`src/hdl/seconds_to_calendar_date_defines.svh`:
```
// ----------------------------------------------------------------------------
// seconds_to_calendar_date assertion macros
// Shared assertion forms for the calendar conversion block.
// ----------------------------------------------------------------------------
`ifndef SECONDS_TO_CALENDAR_DATE_DEFINES_SVH
`define SECONDS_TO_CALENDAR_DATE_DEFINES_SVH

// same-cycle implication, held off during reset
`define STCD_ASSERT_IMP(label, clk, rst, ante, cons, msg) \
  label: assert property (@(posedge clk) disable iff (rst) (ante) |-> (cons)) \
    else $error(msg);

// next-cycle implication, held off during reset
`define STCD_ASSERT_NXT(label, clk, rst, ante, cons, msg) \
  label: assert property (@(posedge clk) disable iff (rst) (ante) |=> (cons)) \
    else $error(msg);

`endif

```
`src/hdl/stcd_pkg.sv`:
```
// ----------------------------------------------------------------------------
// stcd_pkg
// Types, constants and tables shared by the calendar conversion modules.
// ----------------------------------------------------------------------------
`default_nettype none

package stcd_pkg;

  // time and calendar constants
  localparam int unsigned SECS_PER_DAY  = 86400;
  localparam int unsigned SECS_PER_HOUR = 3600;
  localparam int unsigned SECS_PER_MIN  = 60;
  localparam int unsigned DAYS_COMMON   = 365;
  localparam int unsigned DAYS_LEAP     = 366;
  localparam int unsigned DAYS_PER_WEEK = 7;
  localparam int unsigned MONTHS        = 12;
  localparam int unsigned CENTURY       = 100;
  // 2000-01-01 was a Saturday
  localparam int unsigned EPOCH_WEEKDAY = 6;

  // seconds per day is 675 << 7, so the day split divides the shifted count
  localparam int unsigned DAY_PRESHIFT  = 7;

  // reciprocal scaling: the estimate is exact or one low while x < 2**shift
  localparam int unsigned SHIFT_DAY  = 25;
  localparam int unsigned SHIFT_HOUR = 17;
  localparam int unsigned SHIFT_MIN  = 12;
  localparam int unsigned SHIFT_YEAR = 16;
  localparam int unsigned SHIFT_WEEK = 16;

  localparam int unsigned RECIP_DAY  =
    (2 ** SHIFT_DAY) / (SECS_PER_DAY / (2 ** DAY_PRESHIFT));
  localparam int unsigned RECIP_HOUR = (2 ** SHIFT_HOUR) / SECS_PER_HOUR;
  localparam int unsigned RECIP_MIN  = (2 ** SHIFT_MIN) / SECS_PER_MIN;
  localparam int unsigned RECIP_YEAR = (2 ** SHIFT_YEAR) / DAYS_COMMON;
  localparam int unsigned RECIP_WEEK = (2 ** SHIFT_WEEK) / DAYS_PER_WEEK;

  // constant divisions run on the shared multiplier, in this order
  typedef enum logic [2:0] {
    OP_DAY,
    OP_HOUR,
    OP_MIN,
    OP_YEAR,
    OP_WEEK
  } div_op_t;

  typedef struct packed {
    logic [16:0] divisor;
    logic [15:0] recip;
    logic [4:0]  shift;
  } div_const_t;

  // controller to datapath commands
  typedef struct packed {
    logic    load;
    div_op_t op;
    logic    est;
    logic    mul;
    logic    fix;
    logic    leap;
    logic    back;
    logic    month;
  } cmd_t;

  // divisor, reciprocal and shift for each division
  function automatic div_const_t div_consts(input div_op_t op);
    div_const_t c;
    unique case (op)
      OP_DAY: begin
        c.divisor = 17'(SECS_PER_DAY);
        c.recip   = 16'(RECIP_DAY);
        c.shift   = 5'(SHIFT_DAY);
      end
      OP_HOUR: begin
        c.divisor = 17'(SECS_PER_HOUR);
        c.recip   = 16'(RECIP_HOUR);
        c.shift   = 5'(SHIFT_HOUR);
      end
      OP_MIN: begin
        c.divisor = 17'(SECS_PER_MIN);
        c.recip   = 16'(RECIP_MIN);
        c.shift   = 5'(SHIFT_MIN);
      end
      OP_YEAR: begin
        c.divisor = 17'(DAYS_COMMON);
        c.recip   = 16'(RECIP_YEAR);
        c.shift   = 5'(SHIFT_YEAR);
      end
      OP_WEEK: begin
        c.divisor = 17'(DAYS_PER_WEEK);
        c.recip   = 16'(RECIP_WEEK);
        c.shift   = 5'(SHIFT_WEEK);
      end
      default: begin
        c.divisor = 17'(SECS_PER_DAY);
        c.recip   = 16'(RECIP_DAY);
        c.shift   = 5'(SHIFT_DAY);
      end
    endcase
    return c;
  endfunction

  // gregorian leap rule for 2000 + y, y below 256: only 2100 and 2200 drop out
  function automatic logic is_leap(input logic [7:0] y);
    return (y[1:0] == 2'b00) && (y != 8'(CENTURY)) && (y != 8'(2 * CENTURY));
  endfunction

  // zero based first day of each month
  function automatic logic [8:0] month_start(input logic [3:0] m, input logic lp);
    logic [8:0] s;
    unique case (m)
      4'd0:    s = 9'd0;
      4'd1:    s = 9'd31;
      4'd2:    s = 9'd59;
      4'd3:    s = 9'd90;
      4'd4:    s = 9'd120;
      4'd5:    s = 9'd151;
      4'd6:    s = 9'd181;
      4'd7:    s = 9'd212;
      4'd8:    s = 9'd243;
      4'd9:    s = 9'd273;
      4'd10:   s = 9'd304;
      4'd11:   s = 9'd334;
      default: s = 9'd0;
    endcase
    // leap day pushes every month from March on
    if (lp && (m >= 4'd2) && (m < 4'(MONTHS))) begin
      s = s + 9'd1;
    end
    return s;
  endfunction

endpackage

`default_nettype wire

```
`src/hdl/stcd_ctrl.sv`:
```
// ----------------------------------------------------------------------------
// stcd_ctrl
// Sequencer for the calendar conversion: steps the shared divider through
// its constant divisions and drives the leap, year and month steps.
// ----------------------------------------------------------------------------
`default_nettype none

`include "seconds_to_calendar_date_defines.svh"

module stcd_ctrl (
  input  wire logic           clk,
  input  wire logic           rst,
  input  wire logic           start,
  output logic                busy,
  output logic                done,
  output stcd_pkg::cmd_t      cmd
);

  typedef enum logic [2:0] {
    S_IDLE,
    S_EST,
    S_MUL,
    S_FIX,
    S_LEAP,
    S_BACK,
    S_MONTH
  } state_t;

  state_t            state;
  stcd_pkg::div_op_t op;

  // state, current division and result strobe
  always_ff @(posedge clk) begin
    if (rst) begin
      state <= S_IDLE;
      op    <= stcd_pkg::OP_DAY;
      done  <= 1'b0;
    end else begin
      done <= 1'b0;
      unique case (state)
        S_IDLE: begin
          if (start) begin
            state <= S_EST;
            op    <= stcd_pkg::OP_DAY;
          end
        end
        S_EST:   state <= S_MUL;
        S_MUL:   state <= S_FIX;
        S_FIX: begin
          unique case (op)
            stcd_pkg::OP_DAY: begin
              op    <= stcd_pkg::OP_HOUR;
              state <= S_EST;
            end
            stcd_pkg::OP_HOUR: begin
              op    <= stcd_pkg::OP_MIN;
              state <= S_EST;
            end
            stcd_pkg::OP_MIN: begin
              op    <= stcd_pkg::OP_YEAR;
              state <= S_EST;
            end
            stcd_pkg::OP_YEAR: state <= S_LEAP;
            stcd_pkg::OP_WEEK: begin
              state <= S_IDLE;
              done  <= 1'b1;
            end
            default: state <= S_IDLE;
          endcase
        end
        S_LEAP:  state <= S_BACK;
        S_BACK:  state <= S_MONTH;
        S_MONTH: begin
          op    <= stcd_pkg::OP_WEEK;
          state <= S_EST;
        end
        default: state <= S_IDLE;
      endcase
    end
  end

  // command decode
  always_comb begin
    busy      = (state != S_IDLE);
    cmd.load  = (state == S_IDLE) && start;
    cmd.op    = op;
    cmd.est   = (state == S_EST);
    cmd.mul   = (state == S_MUL);
    cmd.fix   = (state == S_FIX);
    cmd.leap  = (state == S_LEAP);
    cmd.back  = (state == S_BACK);
    cmd.month = (state == S_MONTH);
  end

  // checks
  `STCD_ASSERT_NXT(a_accept_starts_day, clk, rst, start && !busy, (state == S_EST) && (op == stcd_pkg::OP_DAY), "accepted item did not start the day split")
  `STCD_ASSERT_NXT(a_done_after_week, clk, rst, (state == S_FIX) && (op == stcd_pkg::OP_WEEK), done && !busy, "weekday step did not end in a result")
  `STCD_ASSERT_IMP(a_done_single, clk, rst, done, !$past(done), "result strobe held for two cycles")

endmodule

`default_nettype wire

```
`src/hdl/stcd_dpath.sv`:
```
// ----------------------------------------------------------------------------
// stcd_dpath
// Datapath for the calendar conversion: one reciprocal multiplier shared by
// all constant divisions, plus leap correction and month lookup.
// ----------------------------------------------------------------------------
`default_nettype none

`include "seconds_to_calendar_date_defines.svh"

module stcd_dpath (
  input  wire logic           clk,
  input  wire logic           rst,
  input  wire stcd_pkg::cmd_t cmd,
  input  wire logic [31:0]    epoch_seconds,
  output logic [5:0]          second,
  output logic [5:0]          minute,
  output logic [4:0]          hour,
  output logic [7:0]          years_since_2000,
  output logic [8:0]          day_of_year,
  output logic [3:0]          month_index,
  output logic [4:0]          day_of_month,
  output logic [2:0]          weekday
);

  // item and intermediate registers
  logic [31:0]       t;
  logic [15:0]       days;
  logic [16:0]       sod;
  logic [11:0]       rest;
  logic [8:0]        ydrem;
  logic signed [9:0] yday_s;
  logic [15:0]       q;
  logic [31:0]       prod;

  // divider signals
  stcd_pkg::div_const_t dc;
  logic [31:0] num;
  logic [24:0] x;
  logic [40:0] est_prod;
  logic [15:0] est_q;
  logic [32:0] mul_full;
  logic [17:0] rem0;
  logic [17:0] rem1;
  logic        ge;
  logic [15:0] fix_q;
  logic [17:0] fix_r;

  // calendar signals
  logic [7:0]        ym1;
  logic [6:0]        leapdays;
  logic signed [9:0] yday_lin;
  logic [7:0]        yprev;
  logic signed [9:0] back_len;
  logic signed [9:0] yday_adj;
  logic              take_back;
  logic signed [9:0] back_val;
  logic              lp;
  logic [3:0]        mon_sel;
  logic [4:0]        mday_val;

  // shared constant divider: estimate, back-multiply, one correction
  always_comb begin
    dc = stcd_pkg::div_consts(cmd.op);
    unique case (cmd.op)
      stcd_pkg::OP_DAY:  num = t;
      stcd_pkg::OP_HOUR: num = {15'b0, sod};
      stcd_pkg::OP_MIN:  num = {20'b0, rest};
      stcd_pkg::OP_YEAR: num = {16'b0, days};
      stcd_pkg::OP_WEEK: num = {16'b0, days} + 32'(stcd_pkg::EPOCH_WEEKDAY);
      default:           num = t;
    endcase
    x        = (cmd.op == stcd_pkg::OP_DAY) ? 25'(t >> stcd_pkg::DAY_PRESHIFT)
                                            : 25'(num);
    est_prod = {16'b0, x} * {25'b0, dc.recip};
    est_q    = 16'(est_prod >> dc.shift);
    mul_full = {17'b0, q} * {16'b0, dc.divisor};
    rem0     = 18'(num - prod);
    rem1     = rem0 - {1'b0, dc.divisor};
    ge       = (rem0 >= {1'b0, dc.divisor});
    fix_q    = ge ? (q + 16'd1) : q;
    fix_r    = ge ? rem1 : rem0;
  end

  // leap day correction and step back a year
  always_comb begin
    ym1       = years_since_2000 - 8'd1;
    // every 400th year term is zero below year 2400
    leapdays  = (years_since_2000 == 8'd0) ? 7'd0 :
                7'(ym1 >> 2) - 7'(ym1 >= 8'(stcd_pkg::CENTURY))
                - 7'(ym1 >= 8'(2 * stcd_pkg::CENTURY)) + 7'd1;
    yday_lin  = $signed({1'b0, ydrem}) - $signed({3'b0, leapdays});
    yprev     = years_since_2000 - 8'd1;
    back_len  = stcd_pkg::is_leap(yprev) ? 10'sd366 : 10'sd365;
    yday_adj  = yday_s + back_len;
    take_back = (yday_s < 10'sd0) && (years_since_2000 != 8'd0);
    back_val  = take_back ? yday_adj : yday_s;
    if (back_val < 10'sd0) begin
      back_val = 10'sd0;
    end
  end

  // month lookup against first days of months
  always_comb begin
    lp      = stcd_pkg::is_leap(years_since_2000);
    mon_sel = 4'd0;
    for (int m = 1; m < stcd_pkg::MONTHS; m++) begin
      if (day_of_year >= stcd_pkg::month_start(4'(m), lp)) begin
        mon_sel = 4'(m);
      end
    end
    mday_val = 5'(day_of_year - stcd_pkg::month_start(mon_sel, lp) + 9'd1);
  end

  // datapath registers
  always_ff @(posedge clk) begin
    if (cmd.load) begin
      t <= epoch_seconds;
    end
    if (cmd.est) begin
      q <= est_q;
    end
    if (cmd.mul) begin
      prod <= mul_full[31:0];
    end
    if (cmd.fix) begin
      unique case (cmd.op)
        stcd_pkg::OP_DAY: begin
          days <= fix_q;
          sod  <= fix_r[16:0];
        end
        stcd_pkg::OP_HOUR: begin
          hour <= fix_q[4:0];
          rest <= fix_r[11:0];
        end
        stcd_pkg::OP_MIN: begin
          minute <= fix_q[5:0];
          second <= fix_r[5:0];
        end
        stcd_pkg::OP_YEAR: begin
          years_since_2000 <= fix_q[7:0];
          ydrem            <= fix_r[8:0];
        end
        stcd_pkg::OP_WEEK: weekday <= fix_r[2:0];
        default: ;
      endcase
    end
    if (cmd.leap) begin
      yday_s <= yday_lin;
    end
    if (cmd.back) begin
      if (take_back) begin
        years_since_2000 <= yprev;
      end
      day_of_year <= 9'(back_val);
    end
    if (cmd.month) begin
      month_index  <= mon_sel;
      day_of_month <= mday_val;
    end
  end

  // checks
  `STCD_ASSERT_IMP(a_hms_range, clk, rst, $past(cmd.fix) && ($past(cmd.op) == stcd_pkg::OP_MIN), (second < 6'd60) && (minute < 6'd60) && (hour < 5'd24), "time of day out of range")
  `STCD_ASSERT_IMP(a_yday_range, clk, rst, $past(cmd.back), day_of_year <= 9'd365, "day of year out of range")
  `STCD_ASSERT_IMP(a_month_range, clk, rst, $past(cmd.month), (month_index < 4'd12) && (day_of_month != 5'd0), "month or day of month out of range")

endmodule

`default_nettype wire

```
`src/hdl/seconds_to_calendar_date.sv`:
```
// Busy is high while an item is worked on; a new item is taken only when idle.
// Each item runs through the shared reciprocal divider: five constant
// divisions, each in an estimate, back-multiply and correction state, plus
// leap, year-back and month steps between the year and weekday divisions.
// Results are shown for one cycle under done; the receiver cannot stall.
// Reset (synchronous) returns the sequencer to idle with no strobe pending.
// ----------------------------------------------------------------------------
// seconds_to_calendar_date
// Converts seconds since 2000-01-01 00:00:00 into time of day, year, day of
// year, month, day of month and weekday.
// ----------------------------------------------------------------------------
`default_nettype none

module seconds_to_calendar_date (
  input  wire logic        clk,
  input  wire logic        rst,
  input  wire logic        start,
  output logic             busy,
  input  wire logic [31:0] epoch_seconds,
  output logic             done,
  output logic [5:0]       second,
  output logic [5:0]       minute,
  output logic [4:0]       hour,
  output logic [7:0]       years_since_2000,
  output logic [8:0]       day_of_year,
  output logic [3:0]       month_index,
  output logic [4:0]       day_of_month,
  output logic [2:0]       weekday
);

  stcd_pkg::cmd_t cmd;

  // sequencer
  stcd_ctrl u_ctrl (
    .clk   (clk),
    .rst   (rst),
    .start (start),
    .busy  (busy),
    .done  (done),
    .cmd   (cmd)
  );

  // arithmetic and result registers
  stcd_dpath u_dpath (
    .clk              (clk),
    .rst              (rst),
    .cmd              (cmd),
    .epoch_seconds    (epoch_seconds),
    .second           (second),
    .minute           (minute),
    .hour             (hour),
    .years_since_2000 (years_since_2000),
    .day_of_year      (day_of_year),
    .month_index      (month_index),
    .day_of_month     (day_of_month),
    .weekday          (weekday)
  );

endmodule

`default_nettype wire

```
`config.mk`:
```
export PLATFORM = sky130hd
export DESIGN_NAME = seconds_to_calendar_date
export DESIGN_NICKNAME = d
export VERILOG_FILES = /design/src/hdl/stcd_pkg.sv /design/src/hdl/stcd_ctrl.sv /design/src/hdl/stcd_dpath.sv /design/src/hdl/seconds_to_calendar_date.sv
export VERILOG_INCLUDE_DIRS = /design/src /design/src/hdl
export SDC_FILE = /design/constraint.sdc
export NUM_CORES = 1
export LEC_CHECK = 0
export ABC_AREA = 1
export BUFFER_PORTS_ARGS = -buffer_cell sky130_fd_sc_hd__clkbuf_2
export CAP_MARGIN = 5
export CORE_MARGIN = 1.5
export CORE_UTILIZATION = 39
export DETAILED_ROUTE_END_ITERATION = 10
export GPL_ROUTABILITY_DRIVEN = 0
export PLACE_DENSITY = 0.51
export SLEW_MARGIN = 10
export SYNTH_ARGS = -nofsm -noshare
export SYNTH_HDL_FRONTEND = slang
export SYNTH_SLANG_ARGS = --single-unit
```
`constraint.sdc`:
```
create_clock -name clk -period 19.63 [get_ports clk]
set_input_delay 1.963 -clock clk [delete_from_list [all_inputs] [get_ports clk]]
set_output_delay 1.963 -clock clk [all_outputs]
set_load 0.01 [all_outputs]
```
==> flow_summary.yaml <==
synth:
  synth.avg_cell_area_um2: 8.31
  synth_seq_area_share_pct: 19.8
  synth_seq_cells: 183
  synthCells: 3250
  yosys.area.top_type_share_pct: 25.8
  synth.top_cells.by_count: "inv_1, nand2_1, fa_1"
  ys_warn_count: 0
  yosysUniqueCellTypes: 63
  synth_area_leaders: "fa_1, edfxtp_1, ha_1"
  post-synth-top-area-cell: "fa_1"
  netlist_area_um2: 27000
  synth.most_common_cell: "inv_1"
  synth_edf_count: 168
  ys.flop_type: "edfxtp_1"
  synthArstFlopShare_pct: 0
drt:
  drcViolationCount: 0
  num_vias: 21899
  drtIter0Drc: 1953
  drt_wl_total_um: 84100
  avgViaCountPerCell: 5.07
  first_pass_iters: 7
  wl_per_cell_um: 19.5
  ant_nets: 0
timing:
  whs_ps: 504
  fin_crit_ps: 9890
  hold_viol: 0
  tightestPinTransition_ps: 1110
  fin_crit_sh_pct: 50.4
  finClkSkew_ps: 14.1
  clock.fmax_ghz: 0.101
  rsz0062_at_grt: "no"
  finalSetupViolations: 0
  relSlewSlack_pct: 25.2
  slew_viol_final: 0
  timing.final.ws_setup_ps: 9740
  fin_tns_setup_ps: 0
global_route:
  grt_pass1_vias: 22413
  antenna_found_initial: 1
  grt_pass1_wl_um: 131000
  grt_overflow: 0
  grtUsageTotal_pct: 24.6
  grt_max_degree: 57
critical_path:
  worstPathRequired_ps: 19870
  ff2ff_path_depth: 36
  crit_fanout: 36
  reg2reg_to: "u_dpath.q[2]$_DFFE_PN_"
  worst_setup_path_start_kind: "flop"
  worstPathArrival_ps: 10130
  critical_path.slowest_cell: "fa_1"
  criticalPathCategory: "reg -> reg"
  regToRegSetupSlack_ps: 9740
  cpPeakStageDelay_ps: 620
  end_kind: "flop"
  crit_start: "u_ctrl.op[1]$_SDFFE_PP0P_"
  r2r-start: "u_ctrl.op[1]$_SDFFE_PP0P_"
run:
  maxCapViolations: 0
hold_path:
  min_from: "u_ctrl.state[0]$_SDFFE_PP0P_"
  min_to: "u_ctrl.state[0]$_SDFFE_PP0P_"
  min-delay-path-class: "reg -> reg"
  min_path_cells: 1
layout:
  synthToLayoutAreaGrowth_pct: 8.53
  drive_gt1_share_pct: 5.79
  layout.nets: 4052
  n_antenna_cell: 0
  stdcell_area_um2: 29300
clock_tree:
  cts_buffers: 17
  ctsHoldBuffers: 0
  ctsResizeCount: 0
  cts_root_buf: "clkbuf_16"
  path_clk_slew_ps: 80
  cts_tree: "yes"
  cts_buffer_depth: 2
  clock_latency_ps: 500
  post-cts-setup-buffers: 0
  cts.sinks: 183
  cts_max_level: 4
place:
  dp_hpwl_um: 72200
  io_buffers: 82
  placed_cell_area_um2: 28700
  dp_slack_ps: 9830
die:
  core.rowCount: 96
  start_util_pct: 39.4
  die-height_um: 266
  dieArea_um2: 70800
  core_area_um2: 68600
  io_pins: 83
  die_w_um: 266
outcome:
  status: "finished, final reports clean"
## per-layer routing
layer  up-vias  global-route usage (%)  wire length (um)
li1      10333                       -                 -
met1     10703                    33.6             37400
met2       741                    39.9             38900
met3       122                    2.99              4710
met4         0                    9.31              3110
met5         -                       0                 0
## cells by family (layout without fill, tap and decap cells)
logic type               count (synthesis)  count (layout)  synth area share [%]
AND/OR/NAND/NOR                       1105            1105                  17.3
buffers and inverters                  842             923                  11.9
multiplexers                             1               1                0.0371
AO/OA/AOI/OAI                          360             360                  7.71
XOR/XNOR                               112             112                  3.73
other                                    2              56                0.0278
flip-flops                             183             183                  19.8
adder cells (fa/ha/maj)                645             645                  39.5
## sequential cells by signal, summed over array words and instances, names as in the netlist
register                  cells
u_dpath.t                    32
u_dpath.prod                 18
u_dpath.sod                  17
u_dpath.days                 16
u_dpath.q                    16
u_dpath.rest                 12
u_dpath.yday_s               10
u_dpath.day_of_year           9
u_dpath.ydrem                 9
u_dpath.years_since_2000      8
u_dpath.minute                6
u_dpath.second                6
u_dpath.day_of_month          5
u_dpath.hour                  5
u_dpath.month_index           4
u_ctrl.op                     3
u_ctrl.state                  3
u_dpath.weekday               3
u_ctrl.done                   1
## critical path, delay by kind of cell, from the launching register on
kind	cells	cell delay [ps]
and+or+nand+nor	18	3330
DFF	1	510
adders and majority gates	7	3740
AOI/OAI and AO/OA	3	850
buffers and inverters	8	1180
## cell type report
cell class | instances | area [um2]
well taps | 931 | 1160
fillers | 6931 | 39300
flip-flops and latches | 183 | 5350
inverters | 787 | 2960
repair buffers | 104 | 576
clock buffers | 18 | 429
multi-input cells | 2279 | 18700
clock inverters | 14 | 178
## cell usage in the layout, fill, tap and decap left out, types with 5 or more instances in the layout
master and count:
a211oi_1 7, a21boi_0 5, a21o_1 13, a21oi_1 130, a31oi_1 19, and3_1 5, buf_4 22, clkbuf_16 17
clkbuf_2 82, clkinv_8 6, conb_1 56, dfxtp_1 15, edfxtp_1 168, fa_1 348, ha_1 297, inv_1 777
inv_2 5, inv_6 5, nand2_1 550, nand2_2 7, nand3_1 156, nand3b_1 5, nand4_1 31, nor2_1 282
nor3_1 24, nor4_1 6, o211ai_1 5, o21a_1 6, o21ai_0 113, o21ai_1 13, o21ai_2 7, o21bai_1 12
o31ai_1 5, or2_2 18, xnor2_1 39, xor2_1 71
## worst max path at each step
stage	end	slack [ps]	depth (start not counted)
after floorplan	u_dpath.q[7]$_DFFE_PN_	12540	35
after global placement	u_dpath.q[2]$_DFFE_PN_	9940	34
after detailed placement	u_dpath.q[2]$_DFFE_PN_	9830	34
after CTS	u_dpath.q[2]$_DFFE_PN_	9800	34
after global routing	u_dpath.q[13]$_DFFE_PN_	9220	34
final	u_dpath.q[2]$_DFFE_PN_	9740	36
## stage by stage
stage	instances	util, %
3_3_place_gp	4284	41.9
5_1_grt	4316	42.7
4_1_cts	4316	42.7
6_report	4316	42.7
2_1_floorplan	3304	-
3_5_place_dp	4284	41.9
Power is left out: the tool's default activity adds up to more than one toggle a clock period on the data nets, which glitch-free logic cannot reach.
